`src/rtl/bat_pkg.sv`:
```
// bat_pkg: shared types, constants and the blob sprite table for the autotile lookup.
// No dependencies; every other file but bat_stream_if imports it.
package bat_pkg;

  // Defaults for the top-level parameters
  localparam int DEF_MAX_ROWS          = 64;
  localparam int DEF_MAX_COLS          = 64;
  localparam int DEF_SHEET_TILE_PIXELS = 32;

  // Sprite sheet is always eight columns wide
  localparam int SHEET_COLUMNS = 8;

  localparam int       LONELY_SPRITE = 47;
  localparam int       QUEUE_DEPTH   = 2;
  localparam int       NUM_TAPS      = 9;
  localparam int       DIM_W         = 7;
  localparam logic [DIM_W-1:0] MAP_DIM_RESET = 7'd64;

  // Input func codes
  localparam logic FUNC_WRITE = 1'b0;
  localparam logic FUNC_QUERY = 1'b1;

  // Configuration register indexes
  typedef enum logic {
    CFG_MAP_ROWS = 1'b0,
    CFG_MAP_COLS = 1'b1
  } cfg_idx_t;

  typedef enum logic [1:0] {
    TT_GROUND = 2'd0,
    TT_WATER  = 2'd1,
    TT_MUD    = 2'd2,
    TT_MARKER = 2'd3
  } terrain_t;

  typedef enum logic [1:0] {
    CMD_WRITE = 2'd0,
    CMD_QUERY = 2'd1,
    CMD_OOR   = 2'd2
  } cmd_op_t;

  typedef enum logic [2:0] {
    BK_IDLE  = 3'd0,
    BK_WRITE = 3'd1,
    BK_READ  = 3'd2,
    BK_DRAIN = 3'd3,
    BK_DONE  = 3'd4
  } back_state_t;

  // Neighbor taps, in read order
  localparam logic [3:0] TAP_C  = 4'd0;
  localparam logic [3:0] TAP_N  = 4'd1;
  localparam logic [3:0] TAP_NE = 4'd2;
  localparam logic [3:0] TAP_E  = 4'd3;
  localparam logic [3:0] TAP_SE = 4'd4;
  localparam logic [3:0] TAP_S  = 4'd5;
  localparam logic [3:0] TAP_SW = 4'd6;
  localparam logic [3:0] TAP_W  = 4'd7;
  localparam logic [3:0] TAP_NW = 4'd8;

  typedef struct packed {
    logic       func;
    logic [5:0] row;
    logic [5:0] col;
    logic [7:0] tile_type;
  } in_beat_t;

  typedef struct packed {
    logic       out_of_range;
    logic       draw_water;
    logic       draw_ground;
    logic [5:0] ground_sprite;
    logic [7:0] ground_sheet_x;
    logic [7:0] ground_sheet_y;
    logic       draw_mud;
    logic [5:0] mud_sprite;
    logic [7:0] mud_sheet_x;
    logic [7:0] mud_sheet_y;
  } out_beat_t;

  // Classified command passed from front to back
  typedef struct packed {
    cmd_op_t    op;
    logic [5:0] row;
    logic [5:0] col;
    terrain_t   code;
  } cmd_t;

  // Map size actually in use
  typedef struct packed {
    logic [DIM_W-1:0] rows_used;
    logic [DIM_W-1:0] cols_used;
  } bounds_t;

  function automatic logic signed [7:0] tap_drow(input logic [3:0] tap);
    logic signed [7:0] d;
    case (tap)
      TAP_N, TAP_NE, TAP_NW: d = -8'sd1;
      TAP_SE, TAP_S, TAP_SW: d = 8'sd1;
      default:               d = 8'sd0;
    endcase
    return d;
  endfunction

  function automatic logic signed [7:0] tap_dcol(input logic [3:0] tap);
    logic signed [7:0] d;
    case (tap)
      TAP_NE, TAP_E, TAP_SE: d = 8'sd1;
      TAP_SW, TAP_W, TAP_NW: d = -8'sd1;
      default:               d = 8'sd0;
    endcase
    return d;
  endfunction

  // 47-tile blob table; masks the diagonal rule rules out give sprite 0
  function automatic logic [5:0] blob_sprite(input logic [7:0] mask);
    logic [5:0] s;
    case (mask)
      8'd1:   s = 6'd1;
      8'd5:   s = 6'd2;
      8'd7:   s = 6'd3;
      8'd17:  s = 6'd4;
      8'd21:  s = 6'd5;
      8'd23:  s = 6'd6;
      8'd29:  s = 6'd7;
      8'd31:  s = 6'd8;
      8'd85:  s = 6'd9;
      8'd87:  s = 6'd10;
      8'd95:  s = 6'd11;
      8'd119: s = 6'd12;
      8'd127: s = 6'd13;
      8'd4:   s = 6'd14;
      8'd16:  s = 6'd15;
      8'd64:  s = 6'd16;
      8'd20:  s = 6'd17;
      8'd80:  s = 6'd18;
      8'd65:  s = 6'd19;
      8'd28:  s = 6'd20;
      8'd112: s = 6'd21;
      8'd193: s = 6'd22;
      8'd68:  s = 6'd23;
      8'd84:  s = 6'd24;
      8'd81:  s = 6'd25;
      8'd69:  s = 6'd26;
      8'd92:  s = 6'd27;
      8'd113: s = 6'd28;
      8'd197: s = 6'd29;
      8'd116: s = 6'd30;
      8'd209: s = 6'd31;
      8'd71:  s = 6'd32;
      8'd124: s = 6'd33;
      8'd241: s = 6'd34;
      8'd199: s = 6'd35;
      8'd93:  s = 6'd36;
      8'd117: s = 6'd37;
      8'd213: s = 6'd38;
      8'd125: s = 6'd39;
      8'd245: s = 6'd40;
      8'd215: s = 6'd41;
      8'd221: s = 6'd42;
      8'd253: s = 6'd43;
      8'd247: s = 6'd44;
      8'd223: s = 6'd45;
      8'd255: s = 6'd46;
      default: s = 6'd0;
    endcase
    return s;
  endfunction

endpackage

```
`src/rtl/bat_fifo.sv`:
```
// bat_fifo: short command queue between front and back.
// Depends on bat_pkg (cmd_t, QUEUE_DEPTH).
module bat_fifo (
  input  logic           clk,
  input  logic           rst_n,
  input  logic           push,
  input  bat_pkg::cmd_t  push_data,
  output logic           full,
  input  logic           pop,
  output logic           pop_valid,
  output bat_pkg::cmd_t  pop_data
);
  import bat_pkg::*;

  localparam int PW = (QUEUE_DEPTH > 1) ? $clog2(QUEUE_DEPTH) : 1;
  localparam int CW = $clog2(QUEUE_DEPTH + 1);

  cmd_t          entry_r [QUEUE_DEPTH];
  logic [PW-1:0] wr_ptr_r, wr_ptr_nxt;
  logic [PW-1:0] rd_ptr_r, rd_ptr_nxt;
  logic [CW-1:0] count_r, count_nxt;

  assign full      = (count_r == CW'(QUEUE_DEPTH));
  assign pop_valid = (count_r != '0);
  assign pop_data  = entry_r[rd_ptr_r];

  always_comb begin
    wr_ptr_nxt = wr_ptr_r;
    rd_ptr_nxt = rd_ptr_r;
    count_nxt  = count_r;
    if (push) begin
      wr_ptr_nxt = (wr_ptr_r == PW'(QUEUE_DEPTH - 1)) ? '0 : wr_ptr_r + 1'b1;
    end
    if (pop) begin
      rd_ptr_nxt = (rd_ptr_r == PW'(QUEUE_DEPTH - 1)) ? '0 : rd_ptr_r + 1'b1;
    end
    if (push && !pop) begin
      count_nxt = count_r + 1'b1;
    end else if (pop && !push) begin
      count_nxt = count_r - 1'b1;
    end
  end

  always_ff @(posedge clk) begin
    if (!rst_n) begin
      wr_ptr_r <= '0;
      rd_ptr_r <= '0;
      count_r  <= '0;
    end else begin
      wr_ptr_r <= wr_ptr_nxt;
      rd_ptr_r <= rd_ptr_nxt;
      count_r  <= count_nxt;
    end
  end

  always_ff @(posedge clk) begin
    if (push) begin
      entry_r[wr_ptr_r] <= push_data;
    end
  end

endmodule

```
`config.mk`:
```
export PLATFORM = sky130hd
export DESIGN_NAME = bat_fifo
export DESIGN_NICKNAME = d
export VERILOG_FILES = /design/src/rtl/bat_pkg.sv /design/src/rtl/bat_fifo.sv
export SDC_FILE = /design/constraint.sdc
export NUM_CORES = 1
export LEC_CHECK = 0
export BUFFER_PORTS_ARGS = -buffer_cell sky130_fd_sc_hd__buf_2
export CORE_ASPECT_RATIO = 1.25
export CORE_MARGIN = 5
export CORE_UTILIZATION = 54
export DETAILED_ROUTE_END_ITERATION = 8
export PLACE_DENSITY = 0.84
export SYNTH_ARGS = -nofsm -noshare
export SYNTH_HDL_FRONTEND = slang
export SYNTH_SLANG_ARGS = --single-unit
export TNS_END_PERCENT = 50
```
`constraint.sdc`:
```
create_clock -name clk -period 2.45 [get_ports clk]
set_clock_uncertainty 0.2 [all_clocks]
set_input_delay 0.245 -clock clk [delete_from_list [all_inputs] [get_ports clk]]
set_output_delay 0.245 -clock clk [all_outputs]
set_load 0.02 [all_outputs]
```
==> metrics.txt, run 1 <==
status complete, no violations; Total Routing Usage GR around 16%; multi-input logic area ~300 µm²; Core Area roughly 2400 µm²; net switching fraction of the power between 20% and 30%; worst path bufs/invs 1; combinational share of power 15.6%; CP Cell Sequence mux2_2 -> buf_2; DPL Wire Length roughly 1500 µm; vias between 700 and 800; hold_sp pop; yosys warns 0; Die Y around 66 µm; initial core utilization a little under three fifths; fraction of final layout cells sized beyond drive strength 1 a little under half; synthesized area 1375 µm²; final max-slew violation count 0; Critical Path Source Type register; gr ovfl total 0; reg2reg setup slack approximately 940 ps; #FFs+latches synth 37; met2 Usage GRT between 20% and 30%; Critical Path RT around 2000 ps; H-Tree Depth 2; drt total wl between 2000 and 2500 µm; Psw between 0.0002 and 0.0003 W; Setup TNS Final 0 ps; Synth Flop Type edfxtp_1; Most Used Layer, Global Route met2; TritonCTS Buffers 5; Mapped Nets 93; Worst Tran Pin Value ~730 ps; clock buffer depth 2; CTS clk-pin slew, worst paths approximately 100 ps; Setup CP Type reg -> out; CTS tree yes; Clock Sinks 37; slowest CP cell dfxtp_1; # setup viols final 0; pre-CTS WS around 670 ps; max incr delay on CP between 700 and 800 ps; hold crit path type in -> reg; Ant. Diodes 0; sequential share of power about three fifths; Die Wd around 55 µm; number of vias per cell around 4.7; register area share after synthesis 77.16%; Pwr Total 0.001252 W; routability cong. roughly 0.71; DRT antenna net count 0; IO Pins 38; Highest Clock Rate about 470 MHz; initial antenna violation count 0; R2R Path End entry_r[1][8]; relative slew slack 51.32%; Die ar. between 3000 and 4000 µm²; met1 usage between 10% and 20%; synth cell count leaders 32 x edfxtp_1, 16 x mux2_2, 5 x dfxtp_1, 4 x and2_1; Cell Pwr Density between 600 and 700 nW/µm²; Post-synth EDFFs 32; Post-Synthesis Cells 72; Clock Latency Late Sink 320 ps; PnR worst setup slack between 300 and 400 ps; clock group share of total power 24.9%; post-layout net count between 150 and 200; final instance area about 1800 µm²; top cell type's share of synthesized area a little over two thirds; largest net degree at the start of global routing 17; most frequent cell after synthesis edfxtp_1; hold slack between 60 and 70 ps; FILL cells 160; worst hold stages 3; unrepaired setup endpoints after global routing false; post-synth top area cell edfxtp_1; Root Buffer clkbuf_4; register area 1061 µm²; Hold Vio Cnt, Final 0; DRT Pass-1 Iters 2; VDD IR max 0.5250 mV; Port Buffers 37; top cells by area, synth edfxtp_1 70%, mux2_2 13%, dfxtp_1 7.3%; Detailed Route Iter0 Violations 11; first-pass GRT wire length 3981 µm; crit path max fanout 16; Lkg Pwr 0.7254 nW; Setup crit end kind output pin; cell count of the worst reg-to-reg path 1; grt met3 use approximately 4.5%; Yosys cell types 17; Max-cap violations 0; DP Area approximately 1600 µm²; delay-heaviest family, CP flip-flops; origin of the critical flop-to-flop path wr_ptr_r; Int Pwr approximately 0.00096 W; Syn-to-layout area delta 33.39%; Final min period 2107 ps; CP Data Arrival Time about 1700 ps; # rows 20; drt wl/cell between 10 and 15 µm; async set-reset flop share out of synthesis 0%; syn_area_per_cell 19.10 µm²; fin crit share about 86%; vias in the first global route between 800 and 900; Remaining DRCs 0
## layout by cell type (no fill, tap or decap)
master	instances
a21boi_1	1
and2_1	4
and2b_2	1
buf_2	37
buf_4	2
clkbuf_4	5
clkbuf_8	1
clkinv_1	1
clkinv_2	1
dfxtp_1	5
dlygate4sd3_1	17
edfxtp_1	32
ha_1	1
inv_1	1
mux2_2	16
nor2b_1	2
o21a_1	1
o21ai_0	1
or2_2	1
or3_1	1
xnor2_1	1
xor2_1	2
## cell families (layout without fill, tap and decap cells)
| kind of cell | Yosys count | in the layout | synth area share (%) |
|---|---|---|---|
| AO/OA/AOI/OAI | 3 | 3 | 1.456 |
| buffers and inverters | 3 | 65 | 1.182 |
| AND/OR/NAND/NOR | 9 | 9 | 4.277 |
| flip-flops | 37 | 37 | 77.16 |
| XOR/XNOR | 3 | 3 | 1.911 |
| multiplexers | 16 | 16 | 13.10 |
| adder cells (fa/ha/maj) | 1 | 1 | 0.9098 |
## metal layers
metal  wire length [µm]  part of all wire [%]
met4                 25                   1.0
met3                140                   5.9
met1                807                    34
met5                  0                     0
met2               1408                    59
## how the worst max path moves through the flow
| stage | from | endpoint | slack [ps] | depth (start not counted) |
|---|---|---|---|---|
| 5_1_grt | register | pop_data[5] | 200 | 2 |
| 4_1_cts | register | pop_data[12] | 280 | 2 |
| 3_3_place_gp | register | pop_data[12] | 690 | 2 |
| 6_report | register | pop_data[5] | 340 | 2 |
| 2_1_floorplan | wr_ptr_r | entry_r[0][0] | 780 | 1 |
| 3_5_place_dp | register | pop_data[12] | 670 | 2 |
## power by group through the flow
stage | Clock, W | Sequential [W] | Combinational [W]
finish | 0.000312 | 0.000746 | 0.000195
global route | 0.000352 | 0.000751 | 0.000212
CTS | 0.000323 | 0.000746 | 0.000196
detailed placement | 0 | 0.000760 | 0.000174
global placement | 0 | 0.000757 | 0.000170
floorplan | 0 | 0.000747 | 0.000123
## sequential cells by signal (all words and copies together), names as in the netlist, named ones only
register and count:
wr_ptr_r 1, count_r 2, rd_ptr_r 1, entry_r 32
## worst min-delay path: stages
cell    delay [ps]
buf_2          100
xor2_1          70
and2_1         150
## cell type report
| cell class | count | area share [%] |
|---|---|---|
| flip-flops and latches | 37 | 57.84 |
| repair buffers | 56 | 20.19 |
| multi-input cells | 32 | 16.23 |
| clock buffers | 6 | 2.797 |
| well taps | 33 | 2.251 |
| clock inverters | 2 | 0.4775 |
| inverters | 1 | 0.2046 |
## what timing repair did
item                                   CTS  global route
resized for setup                        0             0
hold buffers                            17             0
endpoints found under the hold margin   37             0
buffers inserted                         0             0
setup endpoints to repair                0             0
## per-stage QoR
stage	std cells	util (%)
3_3_place_gp	142	66.08
6_report	167	75.57
2_1_floorplan	72	-
4_1_cts	167	75.57
5_1_grt	167	75.57
3_5_place_dp	142	66.08
No activity file was read; power rests on OpenSTA's default activity.
==> run 2: changes to the inputs <==
--- a/config.mk
+++ b/config.mk
@@ -11,6 +11,7 @@
 export CORE_UTILIZATION = 54
 export DETAILED_ROUTE_END_ITERATION = 8
 export PLACE_DENSITY = 0.84
+export REMOVE_ABC_BUFFERS = 1
 export SYNTH_ARGS = -nofsm -noshare
 export SYNTH_HDL_FRONTEND = slang
 export SYNTH_SLANG_ARGS = --single-unit
==> metrics.txt, run 2 (synthesized netlist as in run 1, its figures left out) <==
relative slew slack 52.59% (+1.3 points); number of vias per cell 4.880 (+2.9%); routability cong. 0.6482 (-8.3%); Die Wd 55.14 µm (unchanged); Root Buffer clkbuf_4; first-pass GRT wire length 3995 µm (+0.35%); IO Pins 38 (unchanged); Lkg Pwr 0.7254 nW (unchanged); # Post-CTS Setup Buffers 0 (unchanged); Critical Path RT 2010 ps (about the same); Hold Vio Cnt, Final 0 (unchanged); # rows 20 (unchanged); Top Registers entry_r: 32 flops, count_r: 2 flops; Pwr Total 0.001260 W (+0.56%); Max-cap violations 0 (unchanged); TritonCTS Buffers 5 (unchanged); Int Pwr 0.0009569 W (about the same); DRT antenna net count 0 (unchanged); Top reg by flops entry_r; CP Data Arrival Time 1680 ps (+20 ps); final max-slew violation count 0 (unchanged); clock buffer depth 2 (unchanged); Worst Tran Pin Value 711.2 ps (-18.99 ps); Detailed Route Iter0 Violations 16 (+5); Ant. Diodes 0 (unchanged); commonest non-fill, non-tap cell in the layout buf_2; combinational share of power 15.4% (-0.2 points); reg2reg setup slack 940 ps (about the same); sequential share of power 59.1% (-0.5 points); met1 usage 17.30% (+0.64 points); hold_sp pop; clock group share of total power 25.5% (+0.6 points); Highest Clock Rate 470.7 MHz (-0.80%); initial core utilization 56.65% (unchanged); largest net degree at the start of global routing 17 (unchanged); Most Used Layer, Global Route met2; Die ar. 3662 µm² (unchanged); CTS tree yes; Syn-to-layout area delta 33.39% (unchanged); Remaining DRCs 0 (unchanged); Setup CP Type reg -> out; drt total wl 2323 µm (-2.5%); VDD IR max 0.5231 mV (-0.35%); initial antenna violation count 0 (unchanged); Final min period 2124 ps (+17.06 ps); H-Tree Depth 2 (unchanged); most frequent cells in the layout 37 x buf_2, 32 x edfxtp_1, 17 x dlygate4sd3_1; CP Cell Sequence mux2_2 -> buf_2; status complete, no violations; crit path max fanout 16 (unchanged); Psw 0.0003026 W (+2.4%); Die Y 66.42 µm (unchanged); Cell Pwr Density 686.7 nW/µm² (+0.56%); cell count of the worst reg-to-reg path 1 (unchanged); unrepaired setup endpoints after global routing false; hold crit path type in -> reg; Critical Path Source Type register; grt met3 use 6.095% (+1.6 points); CTS clk-pin slew, worst paths 100 ps (about the same); Largest register FFs 32 (unchanged); DPL Wire Length 1560 µm (+1.2%); DRT Pass-1 Iters 3 (+1); vias 815 (+2.9%); Clock Latency Late Sink 330 ps (about the same); met2 Usage GRT 27.66% (-1.0 points); vias in the first global route 903 (+0.56%); post-layout net count 154 (unchanged); gr ovfl total 0 (unchanged); fin crit share 86.71% (+0.70 points); # setup viols final 0 (unchanged); Setup TNS Final 0 ps (unchanged); Setup crit end kind output pin; net switching fraction of the power 24.03% (+0.43 points); worst path bufs/invs 1 (unchanged); drt wl/cell 13.91 µm (-2.5%); max incr delay on CP 770 ps (about the same); worst hold stages 3 (unchanged); Port Buffers 37 (unchanged); origin of the critical flop-to-flop path wr_ptr_r; delay-heaviest family, CP flip-flops; fraction of final layout cells sized beyond drive strength 1 47.76% (unchanged); R2R Path End entry_r[1][8]; slowest CP cell dfxtp_1; Total Routing Usage GR 16.29% (+0.054 points); Clock Sinks 37 (unchanged); Core Area 2427 µm² (unchanged)
==> run 2: cell counts in the layout (fill, tap and decap cells not counted) <==
Identical to the previous run, type by type.
==> run 2: repair_timing <==
action                     in CTS  in global routing
resized for setup               0                  0
hold buffers                   17                  0
setup endpoints to repair       0                  0
hold endpoints to repair       37                  0
==> run 2: worst min-delay path: stages <==
cell and delay (ps):
buf_2 100, xor2_1 70, and2_1 150
==> run 2: power groups by stage <==
stage / Clock [W] / Sequential (W) / Combinational [W]
after floorplan: 0 / 0.000754 / 0.000113
after CTS: 0.000330 / 0.000746 / 0.000196
final: 0.000321 / 0.000745 / 0.000194
after global placement: 0 / 0.000758 / 0.000170
after global routing: 0.000361 / 0.000751 / 0.000211
after detailed placement: 0 / 0.000761 / 0.000175
==> run 2: through the flow <==
| stage | area (µm²) | std cells | hold slack [ps] | utilization, % | worst slack (ps) |
|---|---|---|---|---|---|
| after floorplan | 1363 | 70 | 143.9 | - | 780.2 |
| after global placement | 1604 | 142 | 232.2 | 66.08 | 662.5 |
| after detailed placement | 1604 | 142 | 236.5 | 66.08 | 660.7 |
| after CTS | 1834 | 167 | 42.80 | 75.57 | 268.2 |
| after global routing | 1834 | 167 | 38.18 | 75.57 | 194.5 |
| final | 1834 | 167 | 54.65 | 75.57 | 325.7 |
==> run 2: final cells by class <==
class | instances | area, µm²
Clock inverter | 2 | 8.758
Sequential cell | 37 | 1061
Tap cell | 33 | 41.29
Timing Repair Buffer | 56 | 370.4
Multi-Input combinational cell | 32 | 297.8
Inverter | 1 | 3.754
Clock buffer | 6 | 51.30
Fill cell | 163 | 593.1
==> run 2: worst max path at each step <==
stage,depth (start not counted),to,slack (ps),start
3_5_place_dp,2,pop_data[3],660,register
4_1_cts,2,pop_data[3],270,register
3_3_place_gp,2,pop_data[3],660,register
5_1_grt,2,pop_data[3],190,register
2_1_floorplan,1,entry_r[0][0],780,wr_ptr_r
6_report,2,pop_data[11],330,register
==> run 2: routing by layer <==
metal	vias up	part of all wire [%]
met1	397	38
met2	22	56
met5	-	0
met3	6	4.9
met4	0	1.5
li1	390	-
==> run 3: changes to the inputs <==
==> constraint.sdc (replaced) <==
create_clock -name clk -period 2.45 [get_ports clk]
set_clock_uncertainty 0.2 [all_clocks]
set_input_delay 0.3675 -clock clk [delete_from_list [all_inputs] [get_ports clk]]
set_output_delay 0.3675 -clock clk [all_outputs]
set_load 0.02 [all_outputs]
==> metrics.txt, run 3 (synthesized netlist as in run 1, its figures left out) <==
routability cong. 0.6712 (+3.5%); largest net degree at the start of global routing 17 (unchanged); crit path max fanout 9 (-7); Port Buffers 37 (unchanged); Worst Tran Pin Value 710.7 ps (-0.4964 ps); fraction of final layout cells sized beyond drive strength 1 51.18% (+3.4 points); IO Pins 38 (unchanged); # rows 20 (unchanged); status complete, no violations; DRT Pass-1 Iters 3 (unchanged); initial antenna violation count 0 (unchanged); post-layout net count 147 (-4.5%); Hold Vio Cnt, Final 0 (unchanged); TritonCTS Buffers 5 (unchanged); origin of the critical flop-to-flop path wr_ptr_r; Setup crit end kind output pin; most frequent cells in the layout 37 x buf_2, 32 x edfxtp_1, 16 x mux2_2; drt total wl 2121 µm (-8.7%); DP Area 1604 µm² (unchanged); H-Tree Depth 2 (unchanged); max incr delay on CP 530 ps (-240 ps); clock buffer depth 2 (unchanged); vias 766 (-6.0%); Highest Clock Rate 460.2 MHz (-2.2%); initial core utilization 56.65% (unchanged); worst hold stages 1 (-2); Hold EP entry_r[1][11]; Root Buffer clkbuf_4; VDD IR max 0.5970 mV (+14%); fin crit share 88.68% (+2.0 points); CP Cell Sequence buf_4 -> mux2_2 -> buf_2; final instance area 1807 µm² (-1.5%); DRT antenna net count 0 (unchanged); Top reg by flops entry_r; # Post-CTS Setup Buffers 0 (unchanged); cell count of the worst reg-to-reg path 2 (+1); Top Registers entry_r: 32 flops, count_r: 2 flops; unrepaired setup endpoints after global routing false; Total Routing Usage GR 13.44% (-2.8 points); Setup CP Type reg -> out; DPL Wire Length 1488 µm (-4.6%); Clock Sinks 37 (unchanged); Critical Path RT 1880 ps (-130 ps); final max-slew violation count 0 (unchanged); first-pass GRT wire length 3201 µm (-20%); # setup viols final 0 (unchanged); Largest register FFs 32 (unchanged); post-CTS sizing 0 (unchanged); Clock Latency Late Sink 320 ps (about the same); relative slew slack 52.62% (about the same); Lkg Pwr 0.7159 nW (-1.3%); Die Wd 55.14 µm (unchanged); Die ar. 3662 µm² (unchanged); Core Area 2427 µm² (unchanged); CP Data Arrival Time 1610 ps (-70 ps); R2R Path End entry_r[0][10]; Detailed Route Iter0 Violations 16 (unchanged); drt wl/cell 13.26 µm (-4.7%); Final min period 2173 ps (+48.49 ps); hold_sp push_data[11]; Post-CTS Hold Buffers 0 (-17); Cell Pwr Density 790.2 nW/µm² (+15%); gr ovfl total 0 (unchanged); vias in the first global route 778 (-14%); Remaining DRCs 0 (unchanged); number of vias per cell 4.788 (-1.9%); CTS clk-pin slew, worst paths 110 ps (about the same); Ant. Diodes 0 (unchanged); commonest non-fill, non-tap cell in the layout buf_2; Critical Path Source Type register; CTS tree yes; slowest CP cell dfxtp_1; Syn-to-layout area delta 31.39%; Max-cap violations 0 (unchanged); hold crit path type in -> reg; reg2reg setup slack 910 ps (-30 ps); Die Y 66.42 µm (unchanged); Setup TNS Final 0 ps (unchanged)
[run 3: changes by cell type in the layout (fill, tap and decap cells not counted)]
cell           before  now
clkinv_1            1    0
dlygate4sd3_1      17   10
clkbuf_8            1    0
bufinv_16           0    2
[run 3: how the worst max path moves through the flow]
stage	startpoint	slack, ps	endpoint
detailed placement	register	610	pop_data[3]
floorplan	push	700	entry_r[0][0]
finish	register	280	pop_data[3]
CTS	register	220	pop_data[3]
global route	register	170	pop_data[3]
global placement	register	650	pop_data[3]
[run 3: layer usage]
layer  up-vias  share of wire (%)  global-route usage (%)
met5         -                  0                       0
met4         0                2.1                   9.119
met3         4                6.3                   7.223
met2        21                 56                   21.01
met1       363                 36                   13.11
li1        378                  -                       -
[run 3: layout make-up]
cell class                 count  area [µm²]
clock buffer                   5       37.54
clock inverter                 3       65.06
fill                         172       620.6
inverter                       1       3.754
multi-input combinational     32       297.8
sequential                    37        1061
tap                           33       41.29
timing repair buffer          49       300.3
[run 3: through the flow]
stage / utilization [%] / hold slack, ps / total power [W] / cells / setup WS, ps
2_1_floorplan: - / 261.2 / 0.0008665 / 70 / 695.6
3_3_place_gp: 66.08 / 277.5 / 0.0009288 / 142 / 646.1
3_5_place_dp: 66.08 / 292.6 / 0.0009343 / 142 / 614.1
4_1_cts: 70.31 / 2.903 / 0.001433 / 150 / 222.8
5_1_grt: 74.43 / 24.70 / 0.001485 / 160 / 169.8
6_report: 74.43 / 40.42 / 0.001428 / 160 / 277.2
[run 3: report_power, final]
| group | total, W | switching, W | internal, W |
|---|---|---|---|
| logic | 0.000191 | 0.0000991 | 0.0000915 |
| clock network | 0.000497 | 0.000181 | 0.000316 |
| registers | 0.000740 | 0.0000160 | 0.000724 |
[run 3: worst max-delay path, delay by kind of cell, from the launching register on]
kind	cells	cell delay [ps]
flip-flops	1	530
buffers and inverters	2	410
multiplexers	1	340
